<file path="src/rtl/iidl_pkg.sv">
// Shared types and constants for the indexed insert/delete list.
package iidl_pkg;

  localparam int DEPTH       = 16;
  localparam int WORD_WIDTH  = 32;
  localparam int CNT_W       = $clog2(DEPTH + 1);
  localparam int IDX_W       = $clog2(DEPTH);
  localparam int FUNC_W      = 3;
  localparam int POS_W       = 5;
  localparam int DATA_W      = 32;
  localparam int STAT_W      = 2;

  typedef enum logic [FUNC_W-1:0] {
    OP_APPEND      = 3'd0,
    OP_REMOVE_HEAD = 3'd1,
    OP_READ        = 3'd2,
    OP_INSERT      = 3'd3,
    OP_DELETE      = 3'd4
  } op_t;

  typedef enum logic [STAT_W-1:0] {
    ST_OK    = 2'd0,
    ST_RANGE = 2'd1,
    ST_FULL  = 2'd2
  } status_t;

  typedef struct packed {
    logic [FUNC_W-1:0] func;
    logic [POS_W-1:0]  index;
    logic [DATA_W-1:0] data_in;
  } in_beat_t;

  typedef struct packed {
    status_t           status;
    logic [DATA_W-1:0] data_out;
    logic [POS_W-1:0]  length;
  } out_beat_t;

  // Command broadcast to every cell of the chain.
  typedef struct packed {
    logic                  ins;
    logic                  del;
    logic [CNT_W-1:0]      pos;
    logic [WORD_WIDTH-1:0] word;
  } cell_ctl_t;

endpackage

</file>
<file path="src/rtl/indexed_insert_delete_list.sv">
// Top level of the indexed insert/delete list built as a chain of cells.
//
//   Channel | Direction | Handshake           | Beat
//   --------+-----------+---------------------+---------------------------
//   in_     | input     | in_valid / in_stall | func, index, data_in
//   out_    | output    | out_valid/out_stall | status, data_out, length
//
// Every accepted beat is decoded in the cycle it arrives; all cells shift in
// parallel at that same edge, so an insert or delete of any position completes
// at that edge. The result lands in an output register in the cycle after acceptance.
// A new beat is taken every cycle unless the output register is full and the
// downstream side stalls it. Reset (rst_n low, synchronous) empties the list
// and drops the output valid; the cell contents are not cleared, since only
// entries below the length are ever read.
module indexed_insert_delete_list (
  input  logic                clk,
  input  logic                rst_n,
  input  logic                in_valid,
  output logic                in_stall,
  input  iidl_pkg::in_beat_t  in_beat,
  output logic                out_valid,
  input  logic                out_stall,
  output iidl_pkg::out_beat_t out_beat
);
  import iidl_pkg::*;

  logic [WORD_WIDTH-1:0] words [DEPTH];
  logic [CNT_W-1:0]      count_r;
  logic [CNT_W-1:0]      count_nxt;
  logic                  out_valid_r;
  logic                  out_valid_nxt;
  out_beat_t             out_beat_r;
  out_beat_t             out_beat_nxt;

  logic                  accept;
  logic                  full;
  logic [POS_W-1:0]      cnt_ext;
  logic [IDX_W-1:0]      rd_sel;
  logic [WORD_WIDTH-1:0] rd_word;
  logic                  do_ins;
  logic                  do_del;
  logic                  do_read;
  logic [CNT_W-1:0]      pos;
  status_t               status;
  cell_ctl_t             ctl;

  // The input is held off only while a finished result waits to be taken.
  assign in_stall = out_valid_r & out_stall;
  assign accept   = in_valid & ~in_stall;

  assign full    = (count_r == CNT_W'(DEPTH));
  assign cnt_ext = POS_W'(count_r);

  // Remove head always reads the first cell; read and delete use the index.
  assign rd_sel  = (op_t'(in_beat.func) == OP_REMOVE_HEAD) ? '0 : IDX_W'(in_beat.index);
  assign rd_word = words[rd_sel];

  // Operation decode and range checks. Insert checks the index before the
  // full condition, so an index past the tail reports a range error even when
  // the list is full.
  always_comb begin
    do_ins  = 1'b0;
    do_del  = 1'b0;
    do_read = 1'b0;
    pos     = CNT_W'(in_beat.index);
    status  = ST_OK;
    case (op_t'(in_beat.func))
      OP_APPEND: begin
        pos = count_r;
        if (full) begin
          status = ST_FULL;
        end else begin
          do_ins = 1'b1;
        end
      end
      OP_REMOVE_HEAD: begin
        pos = '0;
        if (count_r == '0) begin
          status = ST_RANGE;
        end else begin
          do_del  = 1'b1;
          do_read = 1'b1;
        end
      end
      OP_READ: begin
        if (in_beat.index >= cnt_ext) begin
          status = ST_RANGE;
        end else begin
          do_read = 1'b1;
        end
      end
      OP_INSERT: begin
        if (in_beat.index > cnt_ext) begin
          status = ST_RANGE;
        end else if (full) begin
          status = ST_FULL;
        end else begin
          do_ins = 1'b1;
        end
      end
      OP_DELETE: begin
        if (in_beat.index >= cnt_ext) begin
          status = ST_RANGE;
        end else begin
          do_del  = 1'b1;
          do_read = 1'b1;
        end
      end
      default: begin
        // Unused operation codes leave the list as it is and report ok.
      end
    endcase
  end

  // Command for the chain; nothing moves unless a beat is accepted.
  assign ctl.ins  = accept & do_ins;
  assign ctl.del  = accept & do_del;
  assign ctl.pos  = pos;
  assign ctl.word = in_beat.data_in[WORD_WIDTH-1:0];

  // The chain: each cell sees its lower and upper neighbor. The bottom cell
  // never takes from below, and the top cell refills from itself on delete.
  for (genvar g = 0; g < DEPTH; g++) begin : g_cell
    logic [WORD_WIDTH-1:0] lower_w;
    logic [WORD_WIDTH-1:0] upper_w;
    if (g == 0) begin : g_bot
      assign lower_w = ctl.word;
    end else begin : g_mid_lo
      assign lower_w = words[g-1];
    end
    if (g == DEPTH - 1) begin : g_top
      assign upper_w = words[g];
    end else begin : g_mid_hi
      assign upper_w = words[g+1];
    end
    iidl_cell u_cell (
      .clk        (clk),
      .cell_idx   (IDX_W'(g)),
      .ctl        (ctl),
      .lower_word (lower_w),
      .upper_word (upper_w),
      .word       (words[g])
    );
  end

  always_comb begin
    count_nxt = count_r;
    if (ctl.ins) begin
      count_nxt = count_r + CNT_W'(1);
    end else if (ctl.del) begin
      count_nxt = count_r - CNT_W'(1);
    end
  end

  // Result register: loaded on accept, cleared of valid once taken.
  always_comb begin
    out_beat_nxt          = out_beat_r;
    out_valid_nxt         = out_valid_r & out_stall;
    if (accept) begin
      out_valid_nxt         = 1'b1;
      out_beat_nxt.status   = status;
      out_beat_nxt.data_out = do_read ? DATA_W'(rd_word) : '0;
      out_beat_nxt.length   = POS_W'(count_nxt);
    end
  end

  always_ff @(posedge clk) begin
    if (!rst_n) begin
      count_r     <= '0;
      out_valid_r <= 1'b0;
    end else begin
      count_r     <= count_nxt;
      out_valid_r <= out_valid_nxt;
    end
  end

  always_ff @(posedge clk) begin
    out_beat_r <= out_beat_nxt;
  end

  assign out_valid = out_valid_r;
  assign out_beat  = out_beat_r;

endmodule

</file>
<file path="src/rtl/iidl_cell.sv">
// One storage cell of the list chain, shifting toward either neighbor.
module iidl_cell (
  input  logic                            clk,
  input  logic [iidl_pkg::IDX_W-1:0]      cell_idx,
  input  iidl_pkg::cell_ctl_t             ctl,
  input  logic [iidl_pkg::WORD_WIDTH-1:0] lower_word,
  input  logic [iidl_pkg::WORD_WIDTH-1:0] upper_word,
  output logic [iidl_pkg::WORD_WIDTH-1:0] word
);
  import iidl_pkg::*;

  logic [WORD_WIDTH-1:0] word_r;
  logic [WORD_WIDTH-1:0] word_nxt;
  logic [CNT_W-1:0]      me;

  assign me = CNT_W'(cell_idx);

  // On insert, cells above the position take their lower neighbor's word and
  // the cell at the position loads the new word. On delete, cells from the
  // position up take their upper neighbor's word.
  always_comb begin
    word_nxt = word_r;
    if (ctl.ins) begin
      if (me == ctl.pos) begin
        word_nxt = ctl.word;
      end else if (me > ctl.pos) begin
        word_nxt = lower_word;
      end
    end else if (ctl.del) begin
      if (me >= ctl.pos) begin
        word_nxt = upper_word;
      end
    end
  end

  always_ff @(posedge clk) begin
    word_r <= word_nxt;
  end

  assign word = word_r;

endmodule
</file>
<file path="config.mk">
export PLATFORM = sky130hd
export DESIGN_NAME = indexed_insert_delete_list
export DESIGN_NICKNAME = d
export VERILOG_FILES = /design/src/rtl/iidl_pkg.sv /design/src/rtl/indexed_insert_delete_list.sv /design/src/rtl/iidl_cell.sv
export SDC_FILE = /design/constraint.sdc
export NUM_CORES = 1
export LEC_CHECK = 0
export BUFFER_PORTS_ARGS = -buffer_cell sky130_fd_sc_hd__buf_4
export CAP_MARGIN = 5
export CORE_MARGIN = 1.5
export CORE_UTILIZATION = 60
export DETAILED_ROUTE_END_ITERATION = 10
export GPL_ROUTABILITY_DRIVEN = 0
export PLACE_DENSITY = 0.76
export SYNTH_ARGS = -nofsm -noshare
export SYNTH_HDL_FRONTEND = slang
export SYNTH_SLANG_ARGS = --single-unit
</file>
<file path="constraint.sdc">
create_clock -name clk -period 14.15 [get_ports clk]
set_input_delay 0.7075 -clock clk [delete_from_list [all_inputs] [get_ports clk]]
set_output_delay 0.7075 -clock clk [all_outputs]
set_load 0.02 [all_outputs]
</file>
# Yosys cells after proc, flatten, opt, wreduce, memory -nomap -nowiden
# Index checks and enable logic that the tools add are counted.
# op_classes
n_addsub	2
magnitude_cmp	34
n_eq_ne	35
muxes	97
bitwise_logic	6
n_reduce_logical	37
# ops
cell	n
32-bit 2-to-1 mux	79
32-bit binary-select mux with 4-bit select	1
3-bit by 1-bit != test with 1-bit output, second input constant	15
3-bit AND reduction	15
4-bit by 5-bit equality test with 1-bit output, first input constant	8
4-bit by 5-bit greater-than comparator with 1-bit output, first input constant	8
4-bit by 5-bit greater-or-equal comparator with 1-bit output, first input constant	7
2-bit nonzero test	17
3-bit by 5-bit equality test with 1-bit output, first input constant	4
3-bit by 5-bit greater-or-equal comparator with 1-bit output, first input constant	4
3-bit by 5-bit greater-than comparator with 1-bit output, first input constant	4
2-bit by 5-bit equality test with 1-bit output, first input constant	2
1-bit by 5-bit greater-or-equal comparator with 1-bit output, first input constant	2
2-bit by 5-bit greater-or-equal comparator with 1-bit output, first input constant	2
1-bit by 5-bit greater-than comparator with 1-bit output, first input constant	2
2-bit by 5-bit greater-than comparator with 1-bit output, first input constant	2
5-bit zero test	2
5-bit 2-to-1 mux	2
5-bit one-hot mux with 2 select lines	1
2-bit one-hot mux with 4 select lines	1
1-bit 2-to-1 mux	7
3-bit by 2-bit equality test with 1-bit output, second input constant	2
1-bit one-hot mux with 2 select lines	3
5-bit by 1-bit adder with 5-bit output, second input constant	1
16 further kinds	20
# totals
reg_bits	557
inputBits	44
output_inout_bits	41
word_cells	232

# Longest topological paths before layout
# Gate-level depths: netlist (run 1).
# depth
ltp_word	7
depth_mapped	15

# By module
# A second synthesis (run 1) with hierarchy kept.
# hier_totals
hier_cells	3770
hier_area_um2	36433.7
# modules_own_cells
module	instances	cells_each	area_per_inst_um2	seq_area_each_um2
iidl_cell (g_cell[15].u_cell ...)	10	201	1929.4	960.9
iidl_cell (g_cell[0].u_cell ...)	6	201	1853.0	960.9
indexed_insert_delete_list	1	554	6022.0	1291.2

# Worst setup path after synthesis (run 1)
# No wires, ideal clock.
# synth_timing
path_type	input to register
from	input in_beat[32] in the netlist's numbering
to	register g_cell[0].u_cell.word_r[0] (enable)
setup_ps	513
arrival_time_ps	6328
path_slack_ps	7310
cell_stages	11
path_cell_list	clkbuf_1 > inv_1 > buf_2 > buf_2 > ha_1 > inv_1 > nor2_1 > o211ai_1 > a2111oi_4 > nor2_1 > nor4b_1
# synth_between
elab_chain_cells	6
# synth_rtl
item	line_no	source
start: declaration	indexed_insert_delete_list.sv:20	input iidl_pkg::in_beat_t in_beat,
5-bit greater-than comparator or 5-bit greater-or-equal comparator (tied branches)	indexed_insert_delete_list.sv:93, indexed_insert_delete_list.sv:102	
1-bit 2-to-1 mux, on equally long branches	indexed_insert_delete_list.sv:93, indexed_insert_delete_list.sv:102	
1-bit one-hot mux with 2 select lines	indexed_insert_delete_list.sv:67	case (op_t'(in_beat.func))
1-bit bitwise AND, on equally long branches	indexed_insert_delete_list.sv:116, indexed_insert_delete_list.sv:117	
3-bit by 1-bit != test with 1-bit output (no source line) or 2-bit nonzero test (tied branches)	n/a	
3-bit AND reduction (no source line) *	n/a	
end signal: assignment	iidl_cell.sv:37	word_r <= word_nxt;
end: declaration	iidl_cell.sv:12	logic [WORD_WIDTH-1:0] word_r;
# Mark *: on every way between the ends. The rest lies on a longest branch, timed or not.
# A chain may end at the register's enable or synchronous reset.

# Final worst setup path (run 1)
# layout_timing
from	register count_r[2] (netlist: cnt_ext[2])
to	register g_cell[14].u_cell.word_r[6], data pin
# layout_between
elab_chain_cells	6
# layout_rtl
item	line_no	source
start: declaration	indexed_insert_delete_list.sv:28	logic [CNT_W-1:0] count_r;
start signal: assignment	indexed_insert_delete_list.sv:172	count_r <= count_nxt;
parallel branches: the longest is 5 deep, another holds 5-bit greater-than comparator	n/a	
32-bit 2-to-1 mux *	iidl_cell.sv:23	if (ctl.ins) begin
net g_cell[14].u_cell.word_nxt[6]	iidl_cell.sv:13	logic [WORD_WIDTH-1:0] word_nxt;
end signal: assignment	iidl_cell.sv:37	
end: declaration	iidl_cell.sv:12	
# Mark *: on every way through the listed nets, which the timed path passes.

==> key figures, run 1 <==
Outcome
  • Status: complete, no violations

GRT
  • Initial antenna violation count: 7
  • First-pass GRT wire length: about 150 mm
  • Vias in the first global route: 23.59k
  • Largest net degree at the start of global routing: ~220
  • Overall Global Routing Usage: between 30% and 40%
  • Total gr overflow: 0

Pwr
  • Clk pwr share: around 41%
  • Reg power frac: 48.2%
  • Peak supply drop: 0.0001117 V
  • Leakage dissipation: 13.44 nW
  • Int Pwr: between 0.002 and 0.003 W
  • Power density over the cells: approximately 110 nW/um^2
  • Comb power frac: 11.1%
  • Psw: 0.001003 W
  • Sw frac: 25.64%

Timing
  • Final hold vios: 0
  • Slew HR: 13.31%
  • Fin crit share: between 30% and 40%
  • Max Freq: between 150 and 200 MHz
  • # setup viols final: 0
  • Worst hold slack: around 0.28 ns
  • Worst-Margin Slew: 1.296 ns
  • Min cycle time layout: approximately 5.1 ns
  • Setup TNS: 0 ns
  • Setup repair after global routing missed its margin: false
  • Fin Clk Skew: between 0.015 and 0.02 ns
  • Final Slew Violations: 0

CTS
  • Clock Latency Late Sink: 0.65 ns
  • CTS sink count: about 560
  • Post-CTS setup buffers: 0
  • # hold bufs at CTS: 0
  • CTS Root Cell: clkbuf_16
  • H-tree lvl count: 2
  • Clk slew on worst S/H paths: 0.06 ns
  • CTS resizes: 0
  • CTS Buf Count: 58
  • CTS tree: yes
  • CTS Buffer Depth: 3

Synthesis
  • Syn Inst Count: slightly above 3k
  • Post-synthesis cell type count: 66
  • Synth warn: 0
  • Post-synth EDFFs: ~550
  • Syn_nets: 3,079
  • Sequential share of the synthesized area: 51.49%
  • Synth Flop Type: edfxtp_1
  • Cell area after synthesis: roughly 32,000 um^2
  • Synthesized area per cell: 10.69 um^2
  • Post-synthesis async set-or-reset flop share: 0%
  • FF+latch count, synth: ~560

Layout
  • Commonest non-fill, non-tap cell in the layout: nand2_1
  • Nets: approximately 3.0k
  • Commonest non-fill, non-tap cells in the layout: 816 x nand2_1, 551 x edfxtp_1, 452 x mux2i_1, 256 x o21ai_1, 227 x o21ai_0
  • Fin util: between 60% and 70%
  • Synthesis-to-layout area growth: 8.307%
  • Fraction of layout instances using a drive strength above 1: between 10% and 20%

Detailed routing
  • Post-Route WL: 98.79 mm
  • Antenna viol nets, final: 0
  • DRC: 0
  • 1st-pass router iterations: 6
  • Vias: ~25k
  • Vias/cell: about 6.7
  • Initial DRC count: roughly 3.4k
  • WL/cell: about 27 um

Setup path
  • Worst Path Max Fanout: approximately 130
  • Critical Path RT: roughly 14 ns
  • Crit Path Class: register to register
  • CP endpoint kind: register
  • CP startpoint kind: register
  • Worst Path Arrival: 5.41 ns

Job
  • Max_cap viols: 0

Die
  • Die area: 55,350 um^2
  • Core Region: approximately 53,000 um^2
  • Cell Rows: 84
  • Die Span Y: 235.3 um
  • Ports: 85
  • Width of the die: 235.3 um
  • Initial cell density of the core: 61.11%

Placed design
  • Number of buffers added on ports: between 80 and 90
  • Post-DP HPWL: around 54 mm

Worst hold path
  • Hold Path Class: input port to register
[routing by layer]
metal,up-vias,wire (um),GRT usage [%]
li1,10900,-,-
met3,286,11970,6.531
met5,-,0,0
met1,11960,36770,47.67
met2,1730,45420,55.44
met4,0,4628,17.03
[logic make-up after synthesis]
logic type	after synthesis	synth area share (%)
AND/OR/NAND/NOR	1015	13.19
AO/OA/AOI/OAI	580	9.965
multiplexers	580	20.66
flip-flops	557	51.49
buffers and inverters	284	4.310
adder cells (fa/ha/maj)	8	0.3092
XOR/XNOR	3	0.08119
[synthesized netlist by cell type (2+ instances only)]
cell type | number | area, um^2
nand2_1 | 818 | 3070
edfxtp_1 | 551 | 16550
mux2i_1 | 452 | 4524
o21ai_1 | 256 | 1281
o21ai_0 | 227 | 1136
clkbuf_1 | 163 | 611.8
nand3_1 | 103 | 515.5
mux2_2 | 64 | 720.7
mux4_2 | 64 | 1441
buf_2 | 56 | 280.3
and3_1 | 34 | 212.7
a31oi_1 | 32 | 200.2
o311a_1 | 32 | 320.3
buf_4 | 26 | 195.2
buf_6 | 15 | 168.9
nor2_1 | 15 | 56.30
inv_1 | 13 | 48.80
ha_1 | 8 | 100.1
a21oi_1 | 7 | 35.03
buf_1 | 6 | 22.52
dfxtp_1 | 6 | 120.1
nor2b_1 | 5 | 31.28
nor4b_1 | 5 | 43.79
and2_1 | 4 | 25.02
nor2_4 | 4 | 45.04
nor3_1 | 4 | 20.02
buf_12 | 3 | 60.06
nor2_8 | 3 | 60.06
xnor2_1 | 3 | 26.28
a211oi_1 | 2 | 15.01
a21o_1 | 2 | 15.01
a21oi_2 | 2 | 17.52
a21oi_4 | 2 | 32.53
a221oi_1 | 2 | 17.52
inv_2 | 2 | 7.510
nand4_1 | 2 | 12.51
nor3_2 | 2 | 20.02
nor3_4 | 2 | 32.53
o211ai_1 | 2 | 15.01
o22ai_1 | 2 | 12.51
[critical path: stages (launching register included)]
cell	delay, ns
dfxtp_1	0.46
inv_1	0.09
ha_1	0.31
nand4_1	0.13
o221a_2	0.32
o211a_1	0.27
o211ai_4	0.18
buf_4	0.69
buf_4	0.86
buf_4	0.99
o21ai_0	0.26
[path summary, 6_finish.rpt]
kind	endpoint	slack (ns)	start	depth (start not counted)
worst max-delay path	g_cell[14].u_cell.word[6]	9.07	cnt_ext[2]	10
worst max register to register	g_cell[14].u_cell.word[6]	9.07	cnt_ext[2]	10
worst min register to register	cnt_ext[4]	0.54	cnt_ext[4]	2
worst min-delay path	out_valid	0.28	in_valid	2
[per-stage QoR]
| stage | std cells | worst slack [ns] | instance area [um^2] | power (W) |
|---|---|---|---|---|
| 6_report | 3692 | 9.072 | 35060 | 0.003910 |
| 5_1_grt | 3692 | 8.713 | 35060 | 0.004001 |
| 4_1_cts | 3687 | 9.242 | 35050 | 0.003898 |
| 3_5_place_dp | 3578 | 8.644 | 33120 | 0.002339 |
| 3_3_place_gp | 3578 | 8.747 | 33120 | 0.002327 |
| 2_1_floorplan | 3027 | 7.310 | 32370 | 0.002196 |
[area by class of cell]
cell class | count | area, um^2
clock inverters | 43 | 380.4
multi-input cells | 2186 | 14530
clock buffers | 66 | 1545
fillers | 4035 | 17910
repair buffers | 132 | 1003
inverters | 15 | 58.81
diodes | 5 | 12.51
flip-flops and latches | 557 | 16670
well taps | 688 | 860.8
[power groups by stage]
stage | clock network (W) | registers, W | logic [W]
finish | 0.00159 | 0.00188 | 0.000433
floorplan | 0 | 0.00192 | 0.000273
CTS | 0.00159 | 0.00188 | 0.000422
global placement | 0 | 0.00192 | 0.000410
global route | 0.00165 | 0.00189 | 0.000459
detailed placement | 0 | 0.00192 | 0.000420
[registers in the layout (all words and copies together), names as in the netlist]
signal,count
out_valid,1
out_beat,39
cnt_ext,5
g_cell.u_cell.word,512
Power figures use the tool's default switching activity.
==> run 2: changes to the inputs <==
CORE_UTILIZATION = 57   (was 60)
clock period = 4.5 ns   (was 14.15 ns; I/O delays follow)
==> key figures, run 2 (synthesis results as in run 1) <==
Outcome
  • Status: complete, no violations (unchanged)

Layout
  • Max FFs per register: 512 (unchanged)
  • Synthesis-to-layout area growth: 10.25% (was 8.307%)
  • Nets: 3,049 (was 3,002)
  • Design Area, Final: 35,690 um^2 (was 35,060 um^2)
  • Multi-input logic area: 14,580 um^2 (was 14,530 um^2)
  • Finished Layout Cells: 3,805 (was 3,692)
  • Commonest non-fill, non-tap cells in the layout: 816 x nand2_1, 551 x edfxtp_1, 452 x mux2i_1, 256 x o21ai_1, 227 x o21ai_0 (unchanged)
  • Sequential cell area: 16,670 um^2 (unchanged)
  • Fraction of layout instances using a drive strength above 1: 14.26% (was 13.47%)
  • Fillers: 4,210 (was 4,035)
  • Commonest non-fill, non-tap cell in the layout: nand2_1 (unchanged)

Timing
  • Setup repair after global routing missed its margin: false (unchanged)
  • Slew HR: 21.77% (was 13.31%)
  • Worst setup margin: 0.5540 ns (was 9.072 ns)
  • Worst hold slack: 0.01675 ns (was 0.2787 ns)
  • Fin Clk Skew: 0.01760 ns (was 0.01770 ns)
  • Worst-Margin Slew: 1.174 ns (was 1.296 ns)
  • Final Slew Violations: 0 (unchanged)
  • Final hold vios: 0 (unchanged)
  • # setup viols final: 0 (unchanged)
  • Min cycle time layout: 3.946 ns (was 5.078 ns)
  • Setup TNS: 0 ns (unchanged)
  • Max Freq: 253.4 MHz (was 196.9 MHz)
  • Fin crit share: 87.69% (was 35.88%)

CTS
  • CTS sink count: 557 (unchanged)
  • CTS Buf Count: 58 (unchanged)
  • CTS tree: yes (unchanged)
  • Clk slew on worst S/H paths: 0.06 ns (about the same)
  • CTS Root Cell: clkbuf_16 (unchanged)
  • Clock Latency Late Sink: 0.64 ns (was 0.65 ns)
  • H-tree lvl count: 2 (unchanged)
  • CTS Buffer Depth: 3 (unchanged)

Setup path
  • Critical Path RT: 4.76 ns (was 14.48 ns)
  • Worst R2R Setup Slack: 0.55 ns (was 9.07 ns)
  • Crit Path Class: register to register (unchanged)
  • CP endpoint kind: register (unchanged)
  • Worst Path Max Fanout: 21 (was 134)
  • Worst Path Arrival: 4.21 ns (was 5.41 ns)
  • CP startpoint kind: register (unchanged)

Job
  • Max_cap viols: 0 (unchanged)

Placed design
  • Placed instance count: 3,683 (was 3,578)
  • Place WS: 0.6600 ns (was 8.644 ns)
  • Placed Area: 33,670 um^2 (was 33,120 um^2)
  • Post-DP HPWL: 59.24 mm (was 54.22 mm)
  • Number of buffers added on ports: 84 (unchanged)

Detailed routing
  • Vias/cell: 6.645 (was 6.740)
  • Vias: 25.28k (was 24.88k)
  • Antenna viol nets, final: 0 (unchanged)
  • WL/cell: 26.12 um (was 26.76 um)
  • Post-Route WL: 99.38 mm (was 98.79 mm)
  • 1st-pass router iterations: 5 (was 6)
  • DRC: 0 (unchanged)
  • Initial DRC count: 3,515 (was 3,371)

Die
  • Width of the die: 241.3 um (was 235.3 um)
  • Initial cell density of the core: 57.52% (was 61.11%)
  • Cell Rows: 87 (was 84)
  • Core Region: 56,280 um^2 (was 52,970 um^2)
  • Die Span Y: 241.3 um (was 235.3 um)
  • Die area: 58,230 um^2 (was 55,350 um^2)
  • Ports: 85 (unchanged)

GRT
  • Met3 GRT Util: 8.911% (was 6.531%)
  • Grt peak-use layer: met2 (unchanged)
  • Overall Global Routing Usage: 34.21% (was 35.29%)
  • Total gr overflow: 0 (unchanged)
  • Met2 Use GR: 50.34% (was 55.44%)
  • First-pass GRT wire length: 148.6 mm (was 147.6 mm)
  • Vias in the first global route: 24.11k (was 23.59k)
  • Initial antenna violation count: 7 (unchanged)
  • Met1 usage: 47.52% (was 47.67%)
  • Largest net degree at the start of global routing: 136 (was 221)

Pwr
  • Leakage dissipation: 13.71 nW (was 13.44 nW)
  • Peak supply drop: 0.0003043 V (was 0.0001117 V)
  • Power density over the cells: 344.7 nW/um^2 (was 111.5 nW/um^2)

Worst hold path
  • Hold Path Class: input port to register (unchanged)
## run 2: changes by cell type in the layout (fill, tap and decap cells not counted), moves of 4 or more
cell and delta:
buf_4 +26, clkinv_2 -6, buf_12 +11, clkbuf_1 +9, clkinv_1 -4, dlygate4sd3_1 +10
## run 2: power breakdown
group | total, W | switching, W | internal [W]
clock | 0.00496 | 0.00211 | 0.00285
combinational | 0.00141 | 0.000929 | 0.000479
sequential | 0.00593 | 0.0000849 | 0.00585
total | 0.0123 | 0.00312 | 0.00918
## run 2: worst max-delay path, stage by stage, from the launching register on
cell,delay (ns)
dfxtp_1,0.46
inv_1,0.10
ha_1,0.29
a211oi_1,0.21
o221a_2,0.26
nor2b_1,0.31
a32o_1,0.35
nor2_4,0.16
buf_4,0.25
nor2_4,0.54
buf_4,0.62
## run 2: worst paths after layout
kind	to	startpoint	cells past startpoint
worst max-delay path	g_cell[1].u_cell.word[21]	cnt_ext[2]	10
worst min-delay path	g_cell[0].u_cell.word[21]	in_beat[21]	3
worst max register to register	g_cell[1].u_cell.word[21]	cnt_ext[2]	10
worst min register to register	cnt_ext[4]	cnt_ext[4]	2
## run 2: final cells by class
class,instances,area share [%]
Tap cell,756,2.651
Multi-Input combinational cell,2186,40.87
Clock inverter,34,1.041
Clock buffer,73,4.284
Sequential cell,557,46.70
Antenna cell,5,0.03506
Inverter,15,0.1648
Timing Repair Buffer,179,4.256
## run 2: through the flow
stage	total power, W	util (%)
floorplan	0.006907	-
global placement	0.007349	59.83
detailed placement	0.007393	59.83
CTS	0.01228	63.39
global route	0.01261	63.40
finish	0.01230	63.41
## run 2: metal layers
layer | routed length [um] | vias to the layer above
met3 | 13210 | 316
met5 | 34 | -
met1 | 37440 | 12150
met4 | 5101 | 6
met2 | 43590 | 1798
li1 | - | 11010
## run 2: timing repair
action,in CTS,in global routing
hold buffers,10,0
endpoints found under the hold margin,13,0
gates resized for setup,0,0
setup buffers,0,0
endpoints found under the setup margin,0,0
